<file path="src/rtl/core/pnbf_pkg.sv">
// ----------------------------------------------------------------------------
// pnbf_pkg
// shared constants for the point near box filter: register map, fixed point
// format of the pose matrix and pipeline depth
// ----------------------------------------------------------------------------
package pnbf_pkg;

    // configuration port
    localparam int CFG_IDX_W  = 3;
    localparam int CFG_DATA_W = 64;

    // register map
    localparam logic [CFG_IDX_W-1:0] CFG_ROW_X  = 3'd0;
    localparam logic [CFG_IDX_W-1:0] CFG_ROW_Y  = 3'd1;
    localparam logic [CFG_IDX_W-1:0] CFG_ROW_Z  = 3'd2;
    localparam logic [CFG_IDX_W-1:0] CFG_HALF   = 3'd3;
    localparam logic [CFG_IDX_W-1:0] CFG_THRESH = 3'd4;

    // register widths
    localparam int ROW_W    = 64;
    localparam int HALF_W   = 48;
    localparam int THRESH_W = 32;

    // matrix entries are q2.14, translation in mm, 16 bits each
    localparam int MAT_W      = 16;
    localparam int MAT_FRAC   = 14;
    localparam int ROUND_BIAS = 8192;
    localparam int EXT_W      = 16;

    // register stages from input to output word
    localparam int NUM_STAGES = 5;
    // stages inside the per-axis datapath
    localparam int AXIS_STAGES = 4;

endpackage

</file>
<file path="src/rtl/core/pnbf_axis.sv">
// ----------------------------------------------------------------------------
// pnbf_axis
// one axis of the box test: matrix row times point, rounding, saturation,
// fold, clamp against the half extent and squaring, four register stages
// ----------------------------------------------------------------------------
module pnbf_axis
    import pnbf_pkg::*;
#(
    parameter int COORD_WIDTH = 16
) (
    input  logic                          i_clk,
    input  logic [AXIS_STAGES-1:0]        i_en,
    input  logic [ROW_W-1:0]              i_row,
    input  logic [EXT_W-1:0]              i_half,
    input  logic signed [COORD_WIDTH-1:0] i_px,
    input  logic signed [COORD_WIDTH-1:0] i_py,
    input  logic signed [COORD_WIDTH-1:0] i_pz,
    output logic [2*(COORD_WIDTH+4)-1:0]  o_dsq
);

    localparam int XF_W = COORD_WIDTH + 4;
    localparam int PW   = MAT_W + COORD_WIDTH;
    localparam int AW   = COORD_WIDTH + 19;
    localparam int QW   = AW - MAT_FRAC;

    logic signed [MAT_W-1:0] w_r0, w_r1, w_r2, w_t;
    logic signed [PW-1:0]    r_p0, r_p1, r_p2;
    logic signed [AW-1:0]    n_acc, r_acc;
    logic signed [QW-1:0]    w_q;
    logic signed [XF_W-1:0]  w_sat;
    logic [XF_W-1:0]         w_mag, w_half, n_d, r_d;
    logic [2*XF_W-1:0]       r_sq;

    assign w_r0 = i_row[MAT_W-1:0];
    assign w_r1 = i_row[2*MAT_W-1:MAT_W];
    assign w_r2 = i_row[3*MAT_W-1:2*MAT_W];
    assign w_t  = i_row[4*MAT_W-1:3*MAT_W];

    // stage 0: three products
    always_ff @(posedge i_clk) begin
        if (i_en[0]) begin
            r_p0 <= PW'(w_r0 * i_px);
            r_p1 <= PW'(w_r1 * i_py);
            r_p2 <= PW'(w_r2 * i_pz);
        end
    end

    // stage 1: exact sum with translation and rounding bias
    assign n_acc = AW'(r_p0) + AW'(r_p1) + AW'(r_p2)
                 + (AW'(w_t) <<< MAT_FRAC) + AW'(ROUND_BIAS);

    always_ff @(posedge i_clk) begin
        if (i_en[1]) begin
            r_acc <= n_acc;
        end
    end

    // stage 2: floor shift, saturate, fold and clamp
    always_comb begin
        w_q = r_acc[AW-1:MAT_FRAC];
        if (w_q[QW-1] != w_q[QW-2]) begin
            w_sat = w_q[QW-1] ? {1'b1, {(XF_W-1){1'b0}}} : {1'b0, {(XF_W-1){1'b1}}};
        end else begin
            w_sat = w_q[XF_W-1:0];
        end
        // the most negative value folds to its exact magnitude
        w_mag  = w_sat[XF_W-1] ? (~w_sat + 1'b1) : w_sat;
        w_half = XF_W'(i_half);
        n_d    = (w_mag > w_half) ? (w_mag - w_half) : '0;
    end

    always_ff @(posedge i_clk) begin
        if (i_en[2]) begin
            r_d <= n_d;
        end
    end

    // stage 3: square of the outside distance
    always_ff @(posedge i_clk) begin
        if (i_en[3]) begin
            r_sq <= r_d * r_d;
        end
    end

    assign o_dsq = r_sq;

endmodule

</file>
<file path="config.mk">
export PLATFORM = sky130hd
export DESIGN_NAME = pnbf_axis
export DESIGN_NICKNAME = d
export VERILOG_FILES = /design/src/rtl/core/pnbf_pkg.sv /design/src/rtl/core/pnbf_axis.sv
export SDC_FILE = /design/constraint.sdc
export NUM_CORES = 2
export LEC_CHECK = 0
export BUFFER_PORTS_ARGS = -buffer_cell sky130_fd_sc_hd__buf_2
export CAP_MARGIN = 40
export CORE_ASPECT_RATIO = 1.75
export CORE_UTILIZATION = 45
export CTS_BUF_LIST = sky130_fd_sc_hd__clkbuf_16
export DETAILED_ROUTE_END_ITERATION = 10
export GPL_TIMING_DRIVEN = 0
export SETUP_SLACK_MARGIN = 0.4
export SKIP_LAST_GASP = 1
export SLEW_MARGIN = 20
export SYNTH_ARGS = -nofsm -noshare
export SYNTH_HDL_FRONTEND = slang
export SYNTH_SLANG_ARGS = --single-unit
</file>
<file path="constraint.sdc">
create_clock -name i_clk -period 7.27 [get_ports i_clk]
set_clock_uncertainty 0.1 [all_clocks]
set_input_delay 1.0905 -clock i_clk [delete_from_list [all_inputs] [get_ports i_clk]]
set_output_delay 1.0905 -clock i_clk [all_outputs]
set_load 0.02 [all_outputs]
</file>
### Yosys cells after proc, flatten, opt, wreduce, memory -nomap -nowiden

Index checks and enable logic that the tools add are counted.

* register bits: 191
* output and inout bits: 40
* word-level logic and storage cells: 22

* add/sub/neg operators: 6
* $mul: 4
* order comparisons: 1
* eq/ne operators: 1
* mux-type cells: 3
* bitwise logic cells: 1

Operators with widths (count)
* $mul 16x16->32: 3
* $mux 20: 3
* $mul 20x20->40: 1
* $add 34x30->35: 1
* $add 35x15->35 const B: 1
* $add 33x32->34: 1
* $add 32x32->33: 1
* $add 20x1->20 const B: 1
* $gt 20x16->1: 1
* $not 20->20: 1
* $sub 20x16->20: 1
* $ne 1x1->1: 1

### Longest topological paths before layout

* depth in word-level cells: 6
* mapped depth: 27
* gate-level depth less buffers: 25

### Least setup slack after synthesis

Ideal clock, no wire load.

* kind: in2reg
* start point: input i_row[31]
* end point: register r_p1[30], data pin
* library setup time: 271 ps
* data arrival time: 6870 ps
* required time: 6899 ps
* path slack: 29 ps
* stages on the path: 23
* cell sequence: clkbuf_1 > nand2_1 > inv_1 > fa_1 > inv_1 > fa_1 > inv_1 > fa_1 > fa_1 > fa_1 > inv_1 > fa_1 > inv_1 > ha_1 > and2_1 > a221o_1 > a21oi_1 > o221ai_1 > a2111oi_0 > nor3_1 > a41oi_1 > mux2i_1 > o2111ai_1

* word-level cells in the longest chain between the ends: 1

RTL lines
* start: declaration: line pnbf_axis.sv:13 `input logic [ROW_W-1:0] i_row,`
* $mul 16x16->32: line pnbf_axis.sv:43 `r_p1 <= PW'(w_r1 * i_py);`
* end signal: assignment: line pnbf_axis.sv:43
* end: declaration: line pnbf_axis.sv:27 `logic signed [PW-1:0] r_p0, r_p1, r_p2;`

No other way between the ends.
A chain may end at the register's enable or synchronous reset.

### Worst setup path in the final report

* start point: register r_d[8]
* end point: register r_sq[37] (netlist: o_dsq[37]), data pin

* word-level cells in the longest chain between the ends: 1

RTL lines
* start: declaration: line pnbf_axis.sv:31 `logic [XF_W-1:0] w_mag, w_half, n_d, r_d;`
* start signal: assignment: line pnbf_axis.sv:74 `r_d <= n_d;`
* $mul 20x20->40: line pnbf_axis.sv:81 `r_sq <= r_d * r_d;`
* end signal: assignment: line pnbf_axis.sv:81
* end: declaration: line pnbf_axis.sv:32 `logic [2*XF_W-1:0] r_sq;`

No other way between the ends.

==> flow_summary.json <==
{
  "status": "complete, no violations",
  "die_w_um": 253,
  "wl_um": 136000,
  "cts_made_buffers": 17,
  "regArea_mm2": 0.00529,
  "startpoint_type": "flop",
  "cts-htree-levels": 4,
  "fmax_ghz": 0.143,
  "die_y_um": 441,
  "synthCells": 5122,
  "finalWorstSetupSlack_ns": 0.285,
  "drc": 0,
  "antenna_found_initial": 8,
  "ys_ff_latch": 176,
  "dr.pass1.iters": 8,
  "wire_per_inst_um": 19.6,
  "drive_gt1_frac": 0.129,
  "ys_types": 69,
  "min_path_cells": 1,
  "fp-row-count": 160,
  "grt_first_pass_wirelength_um": 213000,
  "fin_util": 0.519,
  "grt_overflow": 0,
  "critPathKind": "reg2reg",
  "vias": 35851,
  "hp-start": "r_d[0]",
  "setup_viol": 0,
  "routed_via_density": 5.16,
  "async_reset_ff_frac": 0,
  "reg2reg_slack_ns": 0.28,
  "rsz0062_at_grt": "yes",
  "final_common_cell": "inv_1",
  "syn2layout_area_growth_pct": 13.9,
  "tns_ns": 0,
  "yosys.area.top_type": "fa_1",
  "worstPathRequired_ns": 7.39,
  "port_buffers": 171,
  "synth_nets": 6833,
  "final_nets": 7184,
  "syn-cell-area_mm2": 0.0496,
  "grt.total_usage": 0.255,
  "r2r_cells": 25,
  "cts_tree": "done",
  "place_ws_ns": -1.30,
  "start_util": 0.456,
  "arrival_ns": 7.11,
  "die-area_mm2": 0.112,
  "synth_warnings": 0,
  "n_fill_cell": 10047,
  "multi_input_area_mm2": 0.0401,
  "cap_violations": 0,
  "clockBufferDepth": 2,
  "ant_nets": 0,
  "period_share": 0.961,
  "crit_path_end_kind": "flop",
  "ys_top_cells_by_area": "fa_1 45%, ha_1 12%, edfxtp_1 11%, inv_1 9.5%, nand2_1 4.8%",
  "drv_slew": 0,
  "root_buffer": "clkbuf_16",
  "regToRegEndpoint": "o_dsq[37]",
  "hold_violations": 0,
  "final.min_clock_period_ns": 6.99,
  "synth_top_area_share": 0.450,
  "grt_max_degree": 78,
  "clk_pin_slew_ns": 0.08,
  "synth-seq-area-share": 0.106,
  "synth_edf_count": 176,
  "cts-hold-fix-buffers": 0,
  "tightest_slew_ns": 0.679,
  "hold-path-endpoint": "o_dsq[0]",
  "max_slew_margin": 0.548,
  "mostFrequentLayoutCells": "1,245 x inv_1, 1,086 x fa_1, 609 x nand2_1",
  "rr_startpoint": "r_d[8]",
  "hold_path_class": "reg2reg",
  "insertion_delay_ns": 0.49,
  "cp_max_fo": 4,
  "core_mm2": 0.109,
  "first_global_vias": 39719,
  "dpl.hpwl_um": 117000,
  "cp-startpoint": "r_d[8]",
  "gp_congestion": 0.960,
  "synth_area_per_cell_um2": 9.69,
  "drtIter0Drc": 1561,
  "io_pins": 173,
  "clock-sinks": 176,
  "ys.flop_type": "edfxtp_1"
}
[worst max path at each step]
stage                 to  slack, ns
3_5_place_dp   o_dsq[39]      -1.30
3_3_place_gp    r_p0[31]      -1.40
2_1_floorplan   r_p1[30]       0.39
4_1_cts        o_dsq[39]       0.20
5_1_grt        o_dsq[39]       0.12
6_report       o_dsq[37]       0.28
[synthesized netlist by cell type, types with 31 or more instances]
master    count
o21ai_0      75
a21o_1       66
xor2_1       58
nand3_1      31
and2_1      361
nand2b_1     43
a21oi_1     162
inv_1      1260
nor2_1      120
clkbuf_1    140
edfxtp_1    176
xnor2_1     152
fa_1       1115
nand2_1     632
ha_1        463
[stage by stage]
step                instance area [µm²]  cells  hold slack [ns]
CTS                               54800   6842            0.575
global placement                  52400   6751            0.574
global route                      56600   6946            0.630
floorplan                         49700   5122            0.364
finish                            56600   6948            0.633
detailed placement                52500   6756            0.556
[layout make-up]
| cell class | instances | share of cell area |
|---|---|---|
| Buffer | 145 | 0.0279 |
| Tap cell | 1458 | 0.0323 |
| Sequential cell | 176 | 0.0934 |
| Timing Repair Buffer | 332 | 0.0422 |
| Inverter | 1263 | 0.0840 |
| Clock inverter | 14 | 0.00283 |
| Clock buffer | 17 | 0.00752 |
| Antenna cell | 5 | 0.000221 |
| Multi-Input combinational cell | 3538 | 0.710 |
[repair_timing]
action	CTS	global route
pin swaps	32	94
cloned	0	1
setup endpoints to repair	55	42
endpoints found under the hold margin	0	0
gates resized for setup	363	419
buffers inserted	55	99
[metal layers]
metal  vias to the layer above  GRT usage  share of wire
li1                      16098          -              -
met3                       385     0.0189          0.032
met2                       921      0.498           0.56
met5                         -          0        0.00019
met1                     18443      0.256           0.33
met4                         4      0.163          0.076
[state kept, by name (all words and copies together), names as in the netlist]
name,count
r_acc,21
r_p1,32
r_p0,32
o_dsq,39
r_p2,32
r_d,20
[worst max-delay path, cell delays in order, from the launching register on]
cell and delay (ns):
edfxtp_1 0.43, buf_8 0.15, clkbuf_16 0.14, nand2_2 0.05, fa_1 0.59, inv_2 0.05, fa_1 0.53, fa_1 0.45
fa_1 0.52, inv_1 0.05, fa_1 0.53, inv_1 0.05, fa_2 0.53, fa_2 0.46, ha_4 0.25, a21oi_2 0.11
nor2_1 0.06, a211o_1 0.31, a211oi_4 0.27, o211ai_1 0.13, buf_4 0.18, a21o_4 0.22, buf_4 0.14, a21oi_4 0.15
o21ai_1 0.09, xor2_1 0.16
[cells by family after synthesis]
group	after synthesis	synth area share
xor gates and xnor gates	210	0.0371
adders and majority gates	1579	0.567
DFF	176	0.106
muxes	2	0.000428
buffers and inverters	1408	0.107
other	1	0.0000755
and+or+nand+nor	1293	0.124
AOI/OAI and AO/OA	453	0.0582
Power is not shown: default switching activity piles up to over one toggle a cycle in this logic, so the estimate is an artifact.
